$ cat src/design/su2_pkg.sv
package su2_pkg;

    localparam int MAX_DIM_DEFAULT      = 1024;
    localparam int MAX_CHANNELS_DEFAULT = 16;

    localparam int DIM_REG_W  = 11;
    localparam int IN_IDX_W   = 10;
    localparam int OUT_IDX_W  = 11;
    localparam int CHAN_W     = 4;
    localparam int VAL_W      = 32;
    localparam int CFG_IDX_W  = 2;

    localparam int IN_TDATA_W  = 88;
    localparam int OUT_TDATA_W = 96;

    localparam logic [DIM_REG_W-1:0] DIM_RESET = 11'd256;

    localparam logic [CFG_IDX_W-1:0] CFG_IN_WIDTH  = 2'd0;
    localparam logic [CFG_IDX_W-1:0] CFG_IN_HEIGHT = 2'd1;

    // gain as a left shift: x4, x2 on one Nyquist line, x1 on the corner
    localparam logic [1:0] SHIFT_X4 = 2'd2;
    localparam logic [1:0] SHIFT_X2 = 2'd1;
    localparam logic [1:0] SHIFT_X1 = 2'd0;

    typedef struct packed {
        logic signed [VAL_W-1:0] im;
        logic signed [VAL_W-1:0] re;
        logic [CHAN_W-1:0]       chan;
        logic [IN_IDX_W-1:0]     col;
        logic [IN_IDX_W-1:0]     row;
    } t_item;

    typedef struct packed {
        logic signed [VAL_W-1:0] im;
        logic signed [VAL_W-1:0] re;
        logic [CHAN_W-1:0]       chan;
        logic [OUT_IDX_W-1:0]    col;
        logic [OUT_IDX_W-1:0]    row;
    } t_write;

    typedef struct packed {
        logic drop;  // item out of range, gives no writes
        logic last;  // current write is the final one of the item
    } t_map_stat;

    function automatic logic signed [VAL_W-1:0] sat_shift(
        input logic signed [VAL_W-1:0] v,
        input logic [1:0]              sh
    );
        logic signed [VAL_W+1:0] p;
        logic signed [VAL_W-1:0] res;
        p = (VAL_W + 2)'(v) <<< sh;
        if (p[VAL_W+1:VAL_W-1] == 3'b000 || p[VAL_W+1:VAL_W-1] == 3'b111) begin
            res = p[VAL_W-1:0];
        end else if (p[VAL_W+1]) begin
            res = {1'b1, {(VAL_W-1){1'b0}}};
        end else begin
            res = {1'b0, {(VAL_W-1){1'b1}}};
        end
        return res;
    endfunction

endpackage

$ cat src/design/su2_map.sv
module su2_map #(
    parameter int MAX_DIM      = su2_pkg::MAX_DIM_DEFAULT,
    parameter int MAX_CHANNELS = su2_pkg::MAX_CHANNELS_DEFAULT
) (
    input  su2_pkg::t_item                   i_item,
    input  logic [1:0]                       i_k,
    input  logic [su2_pkg::DIM_REG_W-1:0]    i_width,
    input  logic [su2_pkg::DIM_REG_W-1:0]    i_height,
    output su2_pkg::t_write                  o_write,
    output su2_pkg::t_map_stat               o_stat
);

    localparam int DimBits = $clog2(MAX_DIM + 1);
    localparam int EffW    = (DimBits > su2_pkg::DIM_REG_W) ? DimBits : su2_pkg::DIM_REG_W;
    localparam int ChBits  = $clog2(MAX_CHANNELS + 1);
    localparam int ChW     = (ChBits > su2_pkg::CHAN_W) ? ChBits : su2_pkg::CHAN_W;
    localparam int DW      = su2_pkg::DIM_REG_W;

    logic [DW-1:0] eff_w, eff_h, half_w, half_h;
    logic [DW:0]   w_p1, h_p1;
    logic [DW-1:0] col_x, row_x, col_pos, row_pos;
    logic          nyq_c, nyq_r, col_sel, row_sel;
    logic [1:0]    shift;

    // 0 acts as 1, anything above the maximum acts as the maximum
    always_comb begin
        if (i_width == '0) begin
            eff_w = DW'(1);
        end else if (EffW'(i_width) > EffW'(MAX_DIM)) begin
            eff_w = DW'(MAX_DIM);
        end else begin
            eff_w = i_width;
        end
        if (i_height == '0) begin
            eff_h = DW'(1);
        end else if (EffW'(i_height) > EffW'(MAX_DIM)) begin
            eff_h = DW'(MAX_DIM);
        end else begin
            eff_h = i_height;
        end
    end

    assign w_p1   = {1'b0, eff_w} + (DW + 1)'(1);
    assign h_p1   = {1'b0, eff_h} + (DW + 1)'(1);
    assign half_w = w_p1[DW:1];
    assign half_h = h_p1[DW:1];

    assign col_x = DW'(i_item.col);
    assign row_x = DW'(i_item.row);

    assign nyq_c = !eff_w[0] && (col_x == half_w);
    assign nyq_r = !eff_h[0] && (row_x == half_h);

    assign col_pos = (col_x < half_w) ? col_x : col_x + eff_w;
    assign row_pos = (row_x < half_h) ? row_x : row_x + eff_h;

    // row-major order over the split positions
    assign col_sel = nyq_c && i_k[0];
    assign row_sel = nyq_r && (nyq_c ? i_k[1] : i_k[0]);

    always_comb begin
        if (nyq_c && nyq_r) begin
            shift = su2_pkg::SHIFT_X1;
        end else if (nyq_c || nyq_r) begin
            shift = su2_pkg::SHIFT_X2;
        end else begin
            shift = su2_pkg::SHIFT_X4;
        end
    end

    always_comb begin
        o_write.row  = nyq_r ? (row_sel ? half_h + eff_h : half_h) : row_pos;
        o_write.col  = nyq_c ? (col_sel ? half_w + eff_w : half_w) : col_pos;
        o_write.chan = i_item.chan;
        o_write.re   = su2_pkg::sat_shift(i_item.re, shift);
        o_write.im   = su2_pkg::sat_shift(i_item.im, shift);
    end

    assign o_stat.drop = (col_x >= eff_w) || (row_x >= eff_h)
                       || (ChW'(i_item.chan) >= ChW'(MAX_CHANNELS));
    assign o_stat.last = (i_k == {nyq_r && nyq_c, nyq_r || nyq_c});

endmodule

$ cat src/design/spectrum_upsample_by_two.sv
// Fourier-domain upsampling by two, one DFT coefficient per request.
//
// s_axis carries one coefficient: tdata = {im, re, chan, col, row}.
// m_axis carries write requests into the doubled plane; tlast marks the
// final write of a coefficient. Ordinary coefficients give one write,
// Nyquist rows or columns two, the Nyquist corner four. Out-of-range
// coefficients are dropped without any write.
// Config channel: index 0 = in_width, index 1 = in_height, written while idle.
//
// The input register holds each coefficient; its writes then pass the output register to m_axis.
// Throughput: one coefficient per cycle for single-write coefficients while m_axis is ready;
// a coefficient with several writes holds the input register until its last write enters the
// output register, one write per cycle leaving through the output register unless m_axis stalls.
// Reset (i_rst_n low, synchronous): both register stages empty, dimensions
// back to 256. When m_axis stalls the output register holds its write and the
// input register fills; s_axis_tready then falls until the write is taken.
module spectrum_upsample_by_two #(
    parameter int MAX_DIM      = su2_pkg::MAX_DIM_DEFAULT,
    parameter int MAX_CHANNELS = su2_pkg::MAX_CHANNELS_DEFAULT
) (
    input  logic                                i_clk,
    input  logic                                i_rst_n,
    input  logic                                s_axis_tvalid,
    output logic                                s_axis_tready,
    // row[9:0], col[19:10], chan[23:20], re[55:24], im[87:56]
    input  logic [su2_pkg::IN_TDATA_W-1:0]      s_axis_tdata,
    output logic                                m_axis_tvalid,
    input  logic                                m_axis_tready,
    // row[10:0], col[21:11], chan[25:22], re[57:26], im[89:58], zero[95:90]
    output logic [su2_pkg::OUT_TDATA_W-1:0]     m_axis_tdata,
    output logic                                m_axis_tlast,
    input  logic                                i_cfg_valid,
    output logic                                o_cfg_ready,
    input  logic [su2_pkg::CFG_IDX_W-1:0]       i_cfg_index,
    input  logic [su2_pkg::DIM_REG_W-1:0]       i_cfg_data
);

    logic [su2_pkg::DIM_REG_W-1:0] r_width, r_height;

    logic              r_a_valid, n_a_valid;
    su2_pkg::t_item    r_a_item;
    logic [1:0]        r_a_k, n_a_k;

    logic              r_o_valid, n_o_valid;
    su2_pkg::t_write   r_o_write;
    logic              r_o_last;

    su2_pkg::t_write    map_write;
    su2_pkg::t_map_stat map_stat;

    logic out_free, emit, a_done, in_take;

    assign o_cfg_ready = 1'b1;

    always_ff @(posedge i_clk) begin
        if (!i_rst_n) begin
            r_width  <= su2_pkg::DIM_RESET;
            r_height <= su2_pkg::DIM_RESET;
        end else if (i_cfg_valid) begin
            if (i_cfg_index == su2_pkg::CFG_IN_WIDTH) begin
                r_width <= i_cfg_data;
            end
            if (i_cfg_index == su2_pkg::CFG_IN_HEIGHT) begin
                r_height <= i_cfg_data;
            end
        end
    end

    su2_map #(
        .MAX_DIM      (MAX_DIM),
        .MAX_CHANNELS (MAX_CHANNELS)
    ) u_map (
        .i_item   (r_a_item),
        .i_k      (r_a_k),
        .i_width  (r_width),
        .i_height (r_height),
        .o_write  (map_write),
        .o_stat   (map_stat)
    );

    assign out_free = !r_o_valid || m_axis_tready;
    assign emit     = r_a_valid && !map_stat.drop && out_free;
    // dropped items leave at once, others after their last write
    assign a_done   = r_a_valid && (map_stat.drop || (out_free && map_stat.last));
    assign s_axis_tready = !r_a_valid || a_done;
    assign in_take  = s_axis_tvalid && s_axis_tready;

    always_comb begin
        n_a_valid = r_a_valid;
        n_a_k     = r_a_k;
        if (in_take) begin
            n_a_valid = 1'b1;
            n_a_k     = 2'd0;
        end else if (a_done) begin
            n_a_valid = 1'b0;
        end else if (emit) begin
            n_a_k = r_a_k + 2'd1;
        end
        n_o_valid = r_o_valid;
        if (emit) begin
            n_o_valid = 1'b1;
        end else if (m_axis_tready) begin
            n_o_valid = 1'b0;
        end
    end

    always_ff @(posedge i_clk) begin
        if (!i_rst_n) begin
            r_a_valid <= 1'b0;
            r_a_k     <= 2'd0;
            r_o_valid <= 1'b0;
        end else begin
            r_a_valid <= n_a_valid;
            r_a_k     <= n_a_k;
            r_o_valid <= n_o_valid;
        end
    end

    always_ff @(posedge i_clk) begin
        if (in_take) begin
            r_a_item <= su2_pkg::t_item'(s_axis_tdata);
        end
        if (emit) begin
            r_o_write <= map_write;
            r_o_last  <= map_stat.last;
        end
    end

    assign m_axis_tvalid = r_o_valid;
    assign m_axis_tdata  = {{(su2_pkg::OUT_TDATA_W - $bits(su2_pkg::t_write)){1'b0}}, r_o_write};
    assign m_axis_tlast  = r_o_last;

endmodule

$ cat config.mk
export PLATFORM = sky130hd
export DESIGN_NAME = spectrum_upsample_by_two
export DESIGN_NICKNAME = d
export VERILOG_FILES = /design/src/design/su2_pkg.sv /design/src/design/su2_map.sv /design/src/design/spectrum_upsample_by_two.sv
export SDC_FILE = /design/constraint.sdc
export NUM_CORES = 1
export LEC_CHECK = 0
export ABC_AREA = 0
export BUFFER_PORTS_ARGS = -buffer_cell sky130_fd_sc_hd__buf_2
export CAP_MARGIN = 20
export CORE_ASPECT_RATIO = 0.9
export CORE_MARGIN = 4
export CORE_UTILIZATION = 52
export DETAILED_ROUTE_END_ITERATION = 8
export PLACE_DENSITY = 0.77
export SYNTH_ARGS = -nofsm -noshare
export SYNTH_HDL_FRONTEND = slang
export SYNTH_HIERARCHICAL = 1
export SYNTH_SLANG_ARGS = --single-unit
export TNS_END_PERCENT = 10
$ cat constraint.sdc
create_clock -name i_clk -period 7.6 [get_ports i_clk]
set_input_delay 0.38 -clock i_clk [delete_from_list [all_inputs] [get_ports i_clk]]
set_output_delay 0.38 -clock i_clk [all_outputs]
set_load 0.005 [all_outputs]
# Word-level counts from Yosys, hierarchy flattened
# Cells that the tools add are included.
[word_totals] reg_bits=205 inputBits=106 out_inout_bits=100 word_cells=93
[op_classes] addsub=7 order_cmp=6 eq_ne=6 shifts=2 mux=21 n_bitwise=2 reduce_logical=33
[ops] op="$mux W32" n=4
[ops] op="$mux W11" n=10
[ops] op="$sshl A32 B2 Y34" n=2
[ops] op="$add A11 B1 Y12 const B" n=2
[ops] op="$add A10 B11 Y11" n=2
[ops] op="$add A11 B11 Y11" n=2
[ops] op="$eq A10 B11 Y1" n=2
[ops] op="$ge A10 B11 Y1" n=2
[ops] op="$gt A11 B11 Y1 const B" n=2
[ops] op="$logic_not A11 Y1" n=2
[ops] op="$lt A10 B11 Y1" n=2
[ops] op="$logic_and A1 B1 Y1" n=10
[ops] op="$logic_or A1 B1 Y1" n=7
[ops] op="$eq A3 B3 Y1 const B" n=2
[ops] op="$logic_not A3 Y1" n=2
[ops] op="$reduce_and A2 Y1" n=3
[ops] op="$logic_not A1 Y1" n=5
[ops] op="$mux W1" n=5
[ops] op="$mux W2" n=2
[ops] op="$reduce_bool A2 Y1" n=2
[ops] op="$add A2 B1 Y2 const B" n=1
[ops] op="$eq A2 B1 Y1 const B" n=1
[ops] op="$eq A2 B2 Y1" n=1
[ops] op="$logic_not A2 Y1" n=1
[ops] op="other kinds (2)" n=3

# Logic depth before layout (Yosys ltp)
[depth] ltp_word=14 ltp_mapped=25 mapped_depth_nobuf=20

# Cells and area by module
# The synthesis kept the hierarchy.
[modules_own_cells] module="spectrum_upsample_by_two" instances=1 cells_per_inst=281 area_per_inst_um2=6427.4 seq_area_each_um2=5895.7
[modules_own_cells] module="su2_map" instances=1 cells_per_inst=878 area_per_inst_um2=6336.1 seq_area_each_um2=0.0

# Worst setup path after synthesis
# Ideal clock, no wire load.
[synth_path] path_type="reg2reg" from="reg r_height[2] (netlist bit)" to="reg r_a_item[0] (netlist bit) (enable)" arrival_time_ps=6687 required_ps=7143 slack_ps=456 path_stages_with_launch=20 path_buffers=2 period_less_slack_ps=7144 path_cell_list="dfxtp_1 buf_6 or4_4 o32ai_4 ha_1 nand3_1 nor3_1 nand2_1 xnor2_1 or2_2 ha_1 nand3_1 nor3_1 nand2b_1 clkbuf_1 ha_1 xnor2_1 nor2_1 a21o_1 and2_1"
[synth_lines] element="start, declared" line_no="spectrum_upsample_by_two.sv:38" rtl="logic [su2_pkg::DIM_REG_W-1:0] r_width, r_height;"
[synth_lines] element="start signal, assigned" line_no="spectrum_upsample_by_two.sv:58" rtl="r_height <= su2_pkg::DIM_RESET;"
[synth_lines] element="start signal, assigned" line_no="spectrum_upsample_by_two.sv:64" rtl="r_height <= i_cfg_data;"
[synth_lines] element="end signal, assigned" line_no="spectrum_upsample_by_two.sv:121" rtl="r_a_item <= su2_pkg::t_item'(s_axis_tdata);"
[synth_lines] element="end, declared" line_no="spectrum_upsample_by_two.sv:41" rtl="su2_pkg::t_item r_a_item;"

==> Implementation_results.wiki <==
{| class="wikitable"
! Metric !! Value
|-
| Clock input transition at the sequential cells of the worst setup and hold paths || 0.06 ns
|-
| TritonCTS clock tree || yes
|-
| Residual DRC count || 0
|-
| Post-DR wirelength/cell || 18.6 um
|-
| Yosys top cell area share || 0.421
|-
| H-tree depth || 1
|-
| Resize count post-CTS || 0
|-
| Arithmetic-cell share of the synthesized area counting full adders, half adders and majority gates || 0.0818
|-
| Remaining max-slew budget at the tightest pin || 0.265
|-
| Global-route usage over all layers || 0.218
|-
| Filler instances || 1920
|-
| Period utilization || 0.822
|-
| Starting DRT DRC Count || 622
|-
| Average size of a mapped cell || 11.0 sq um
|-
| Antenna diode count || 0
|-
| Met3 track demand over resource || 0.0365
|-
| Cell family with the largest share of critical-path delay || simple AND/OR/NAND/NOR gates
|-
| Compound-Gate Fraction of Synth Area || 0.136
|-
| Power per unit of standard cell area || 188 nW/um^2
|-
| Worst Path Class, Setup || reg -> reg
|-
| Synth area leaders || edfxtp_1 42%, mux4_2 8.8%, ha_1 7.5%, o21ai_0 4.4%, dfxtp_1 4.1%
|-
| Mux share of post-synthesis cell area || 0.118
|-
| Area taken by flip-flops and latches || 5900 sq um
|-
| Switching fraction of total power || 0.237
|-
| Post-synth EDFFs || 179
|-
| Standard cell core area || 24200 sq um
|-
| Area share of and/or/nand/nor cells after synthesis || 0.111
|-
| Number of distinct library cell variants in the gate-level netlist after synthesis || 75
|-
| Layout-stage area growth over the synthesis result || 16.2%
|-
| Element type at the critical path end || register
|-
| Clk sink count || 205
|-
| Critical Path Max Stage Delay || 0.61 ns
|-
| Count of hold buffers inserted by post-cts repair || 0
|-
| Leading cell types by count after synthesis || 179 x edfxtp_1, 111 x o21ai_0, 110 x inv_1
|-
| Root buf cell || clkbuf_16
|-
| Slew Viols, Final || 0
|-
| Number of synthesis warnings || 6
|-
| Worst IR Drop VDD || 0.000164 V
|-
| Predominant post-synthesis flop cell || edfxtp_1
|-
| Setup TNS Final || 0 ns
|-
| Switching power summed over all nets || 0.661 mW
|-
| Critical path startpoint category || register
|-
| CP bufs+invs || 3
|-
| Status || finished, final reports clean
|-
| Mapped Cells || 1159
|-
| Internal power || 2.13 mW
|-
| Critical-path cell list || or4_4 > o32ai_4 > ha_1 > nand3_1 > nor3_1 > nand2_1 > xnor2_1 > or2_2 > ha_1 > nand3_1 > nor3_1 > nand2b_1 > inv_1 > ha_4 > buf_4 > mux4_2 > inv_1 > o21ai_0
|-
| Leakage power total || 6.00 nW
|-
| Insertion delay to the later sink of the worst-skew pair || 0.51 ns
|-
| Worst-path maximum fanout || 33
|-
| IO Count || 206
|-
| Setup crit start || r_height[2]$_SDFFE_PN0P_
|-
| Proportion of layout cells with a drive suffix above 1 || 0.240
|-
| Total clock buffers created by CTS || 23
|-
| Final setup vio count || 0
|-
| Slowest stage cell on the critical path || nor3_1
|-
| Initial standard-cell utilization of the core || 0.528
|-
| Busiest metal layer after global routing || met2
|-
| Total number of vias || 9717
|-
| Register-to-Register Path Depth || 18
|-
| Pin count of the biggest net entering global routing || 92
|-
| Area enclosed by the die boundary || 27100 sq um
|-
| Antenna-violating nets left || 0
|-
| Combinational family with the most area after synthesis || compound AO/OA/AOI/OAI gates
|-
| CP Data Arrival Time || 6.49 ns
|-
| Measured slew at the worst slew-check pin || 1.10 ns
|-
| Place WS || 1.37 ns
|-
| Proportion of synthesized flip-flops having asynchronous set or reset || 0
|-
| Flops & latches, synth || 205
|-
| Sequential area share after synthesis || 0.462
|-
| Highest clock frequency the design can meet || 160 MHz
|-
| Setup repair after global routing missed its margin || false
|-
| Via count of the first global-routing pass || 9196
|-
| Data required time of the critical path || 7.84 ns
|-
| Met2 usage || 0.363
|-
| Type of the worst min-delay path || in -> reg
|-
| Cell area after synthesis || 12800 sq um
|-
| GR Overflow Total || 0
|-
| Most used standard cell by instance count after synthesis || edfxtp_1
|-
| Global-route wire length before repair || 48.1 mm
|-
| Number of cells on the critical path || 18
|-
| Clock network power share || 0.402
|-
| Reg2reg setup slack || 1.36 ns
|-
| Die boundary width || 173 um
|-
| Xor-xnor portion of the synthesized cell area || 0.0336
|-
| PortBufs || 198
|-
| Endpoints failing hold || 0
|-
| Clock skew after layout || 0.0195 ns
|-
| Last element of the critical path || m_axis_tdata[66]$_DFFE_PP_
|-
| Critical register-to-register path startpoint || r_height[2]$_SDFFE_PN0P_
|-
| Seq pwr share || 0.477
|-
| DP HPWL || 22.6 mm
|-
| Antenna violations before repair || 0
|-
| Via density per instance || 5.85
|-
| Post-CTS setup-driven buffer insertion count || 0
|-
| Layout net count || 1528
|-
| Maximum clock path buffer count || 3
|-
| Total area of multi-input combinational cells || 6210 sq um
|-
| Fin worst setup slack || 1.36 ns
|-
| Total wire length || 30.9 mm
|-
| Die height || 157 um
|-
| Reg-to-Reg End || m_axis_tdata[66]$_DFFE_PP_
|-
| Count of standard-cell rows || 54
|-
| Power share of the combinational group || 0.121
|-
| Worst slack on hold paths || 0.0408 ns
|-
| Detailed-routing iteration count for the pre-antenna-repair pass || 6
|-
| Met1 demand-to-capacity share in global routing || 0.303
|-
| Cell taking the most area after synthesis || edfxtp_1
|-
| Count of maximum capacitance violations || 0
|-
| Gpl congestion || 0.912
|-
| Crit path time final || 6.24 ns
|}
[registers in the layout (all words and copies together) (netlist names)]
register / count
m_axis_tdata: 90
r_a_item: 88
r_height: 11
r_width: 11
r_a_k: 2
m_axis_tlast: 1
m_axis_tvalid: 1
r_a_valid: 1
[cell families (layout without fill, tap and decap cells)]
group / count (synthesis) / after routing
and+or+nand+nor: 282 / 282
AOI/OAI and AO/OA: 275 / 275
DFF: 205 / 205
buffers and inverters: 177 / 367
muxes: 88 / 88
adders and majority gates: 81 / 81
xor gates and xnor gates: 49 / 49
other: 2 / 7
[stage by stage]
stage / cells / util / area [sq um] / power [mW]
floorplan: 1164 / - / 12800 / 1.57
global placement: 1623 / 0.581 / 14100 / 1.68
detailed placement: 1624 / 0.582 / 14100 / 1.69
CTS: 1662 / 0.613 / 14800 / 2.81
global route: 1662 / 0.613 / 14800 / 2.91
finish: 1662 / 0.613 / 14800 / 2.79
[worst reg2reg max path, cell delays in order (launching register included)]
cell	delay, ns
dfxtp_1	0.40
or4_4	0.57
o32ai_4	0.46
ha_1	0.26
nand3_1	0.24
nor3_1	0.61
nand2_1	0.17
xnor2_1	0.15
or2_2	0.29
ha_1	0.32
nand3_1	0.14
nor3_1	0.33
nand2b_1	0.12
inv_1	0.29
ha_4	0.42
buf_4	0.49
mux4_2	0.58
inv_1	0.08
o21ai_0	0.08
[how the worst min path moves through the flow]
stage	startpoint	to	depth (start not counted)
2_1_floorplan	r_height[8]$_SDFFE_PN1P_	r_height[8]$_SDFFE_PN1P_	2
3_3_place_gp	r_a_item[23]$_DFFE_PP_	m_axis_tdata[25]$_DFFE_PP_	0
3_5_place_dp	r_a_item[23]$_DFFE_PP_	m_axis_tdata[25]$_DFFE_PP_	0
4_1_cts	s_axis_tdata[24]	r_a_item[24]$_DFFE_PP_	1
5_1_grt	s_axis_tdata[46]	r_a_item[46]$_DFFE_PP_	1
6_report	s_axis_tdata[36]	r_a_item[36]$_DFFE_PP_	1
[final cells by class]
cell class                 count  share of cell area
timing repair buffer         217              0.0784
clock buffer                  26              0.0396
sequential                   205               0.398
clock inverter                12              0.0116
multi-input combinational    782               0.419
tap                          308              0.0260
inverter                     112              0.0283
[placed cells by master, fill, tap and decap left out, types with 6 or more instances in the layout]
cell type / n
a211oi_1: 7
conb_1: 7
dfxtp_1: 26
a31oi_1: 12
buf_2: 198
nand4_1: 9
or3_1: 6
ha_1: 75
nor2b_1: 21
o21a_1: 9
a21oi_1: 50
edfxtp_1: 179
o31ai_1: 15
xnor2_1: 36
nand2b_1: 11
clkbuf_16: 23
mux2i_1: 35
a21o_1: 9
inv_1: 110
nor4_1: 6
nand3_1: 21
o211ai_1: 13
nand2_1: 66
o21ai_0: 111
buf_4: 16
nor2_1: 85
xor2_1: 13
mux4_2: 50
nor3_1: 17
[routing by layer]
layer  routed length [um]  vias up
met4                  754        0
met1                13200     4615
met3                 2370       51
met2                14600      419
li1                     -     4632
met5                    0        -
[power by group through the flow]
stage / Sequential (mW) / Clock, mW / Combinational [mW]
global route: 1.34 / 1.20 / 0.375
CTS: 1.33 / 1.15 / 0.337
detailed placement: 1.35 / 0 / 0.333
global placement: 1.35 / 0 / 0.324
floorplan: 1.34 / 0 / 0.230
finish: 1.33 / 1.12 / 0.338
(Power assumes the default switching activity.)
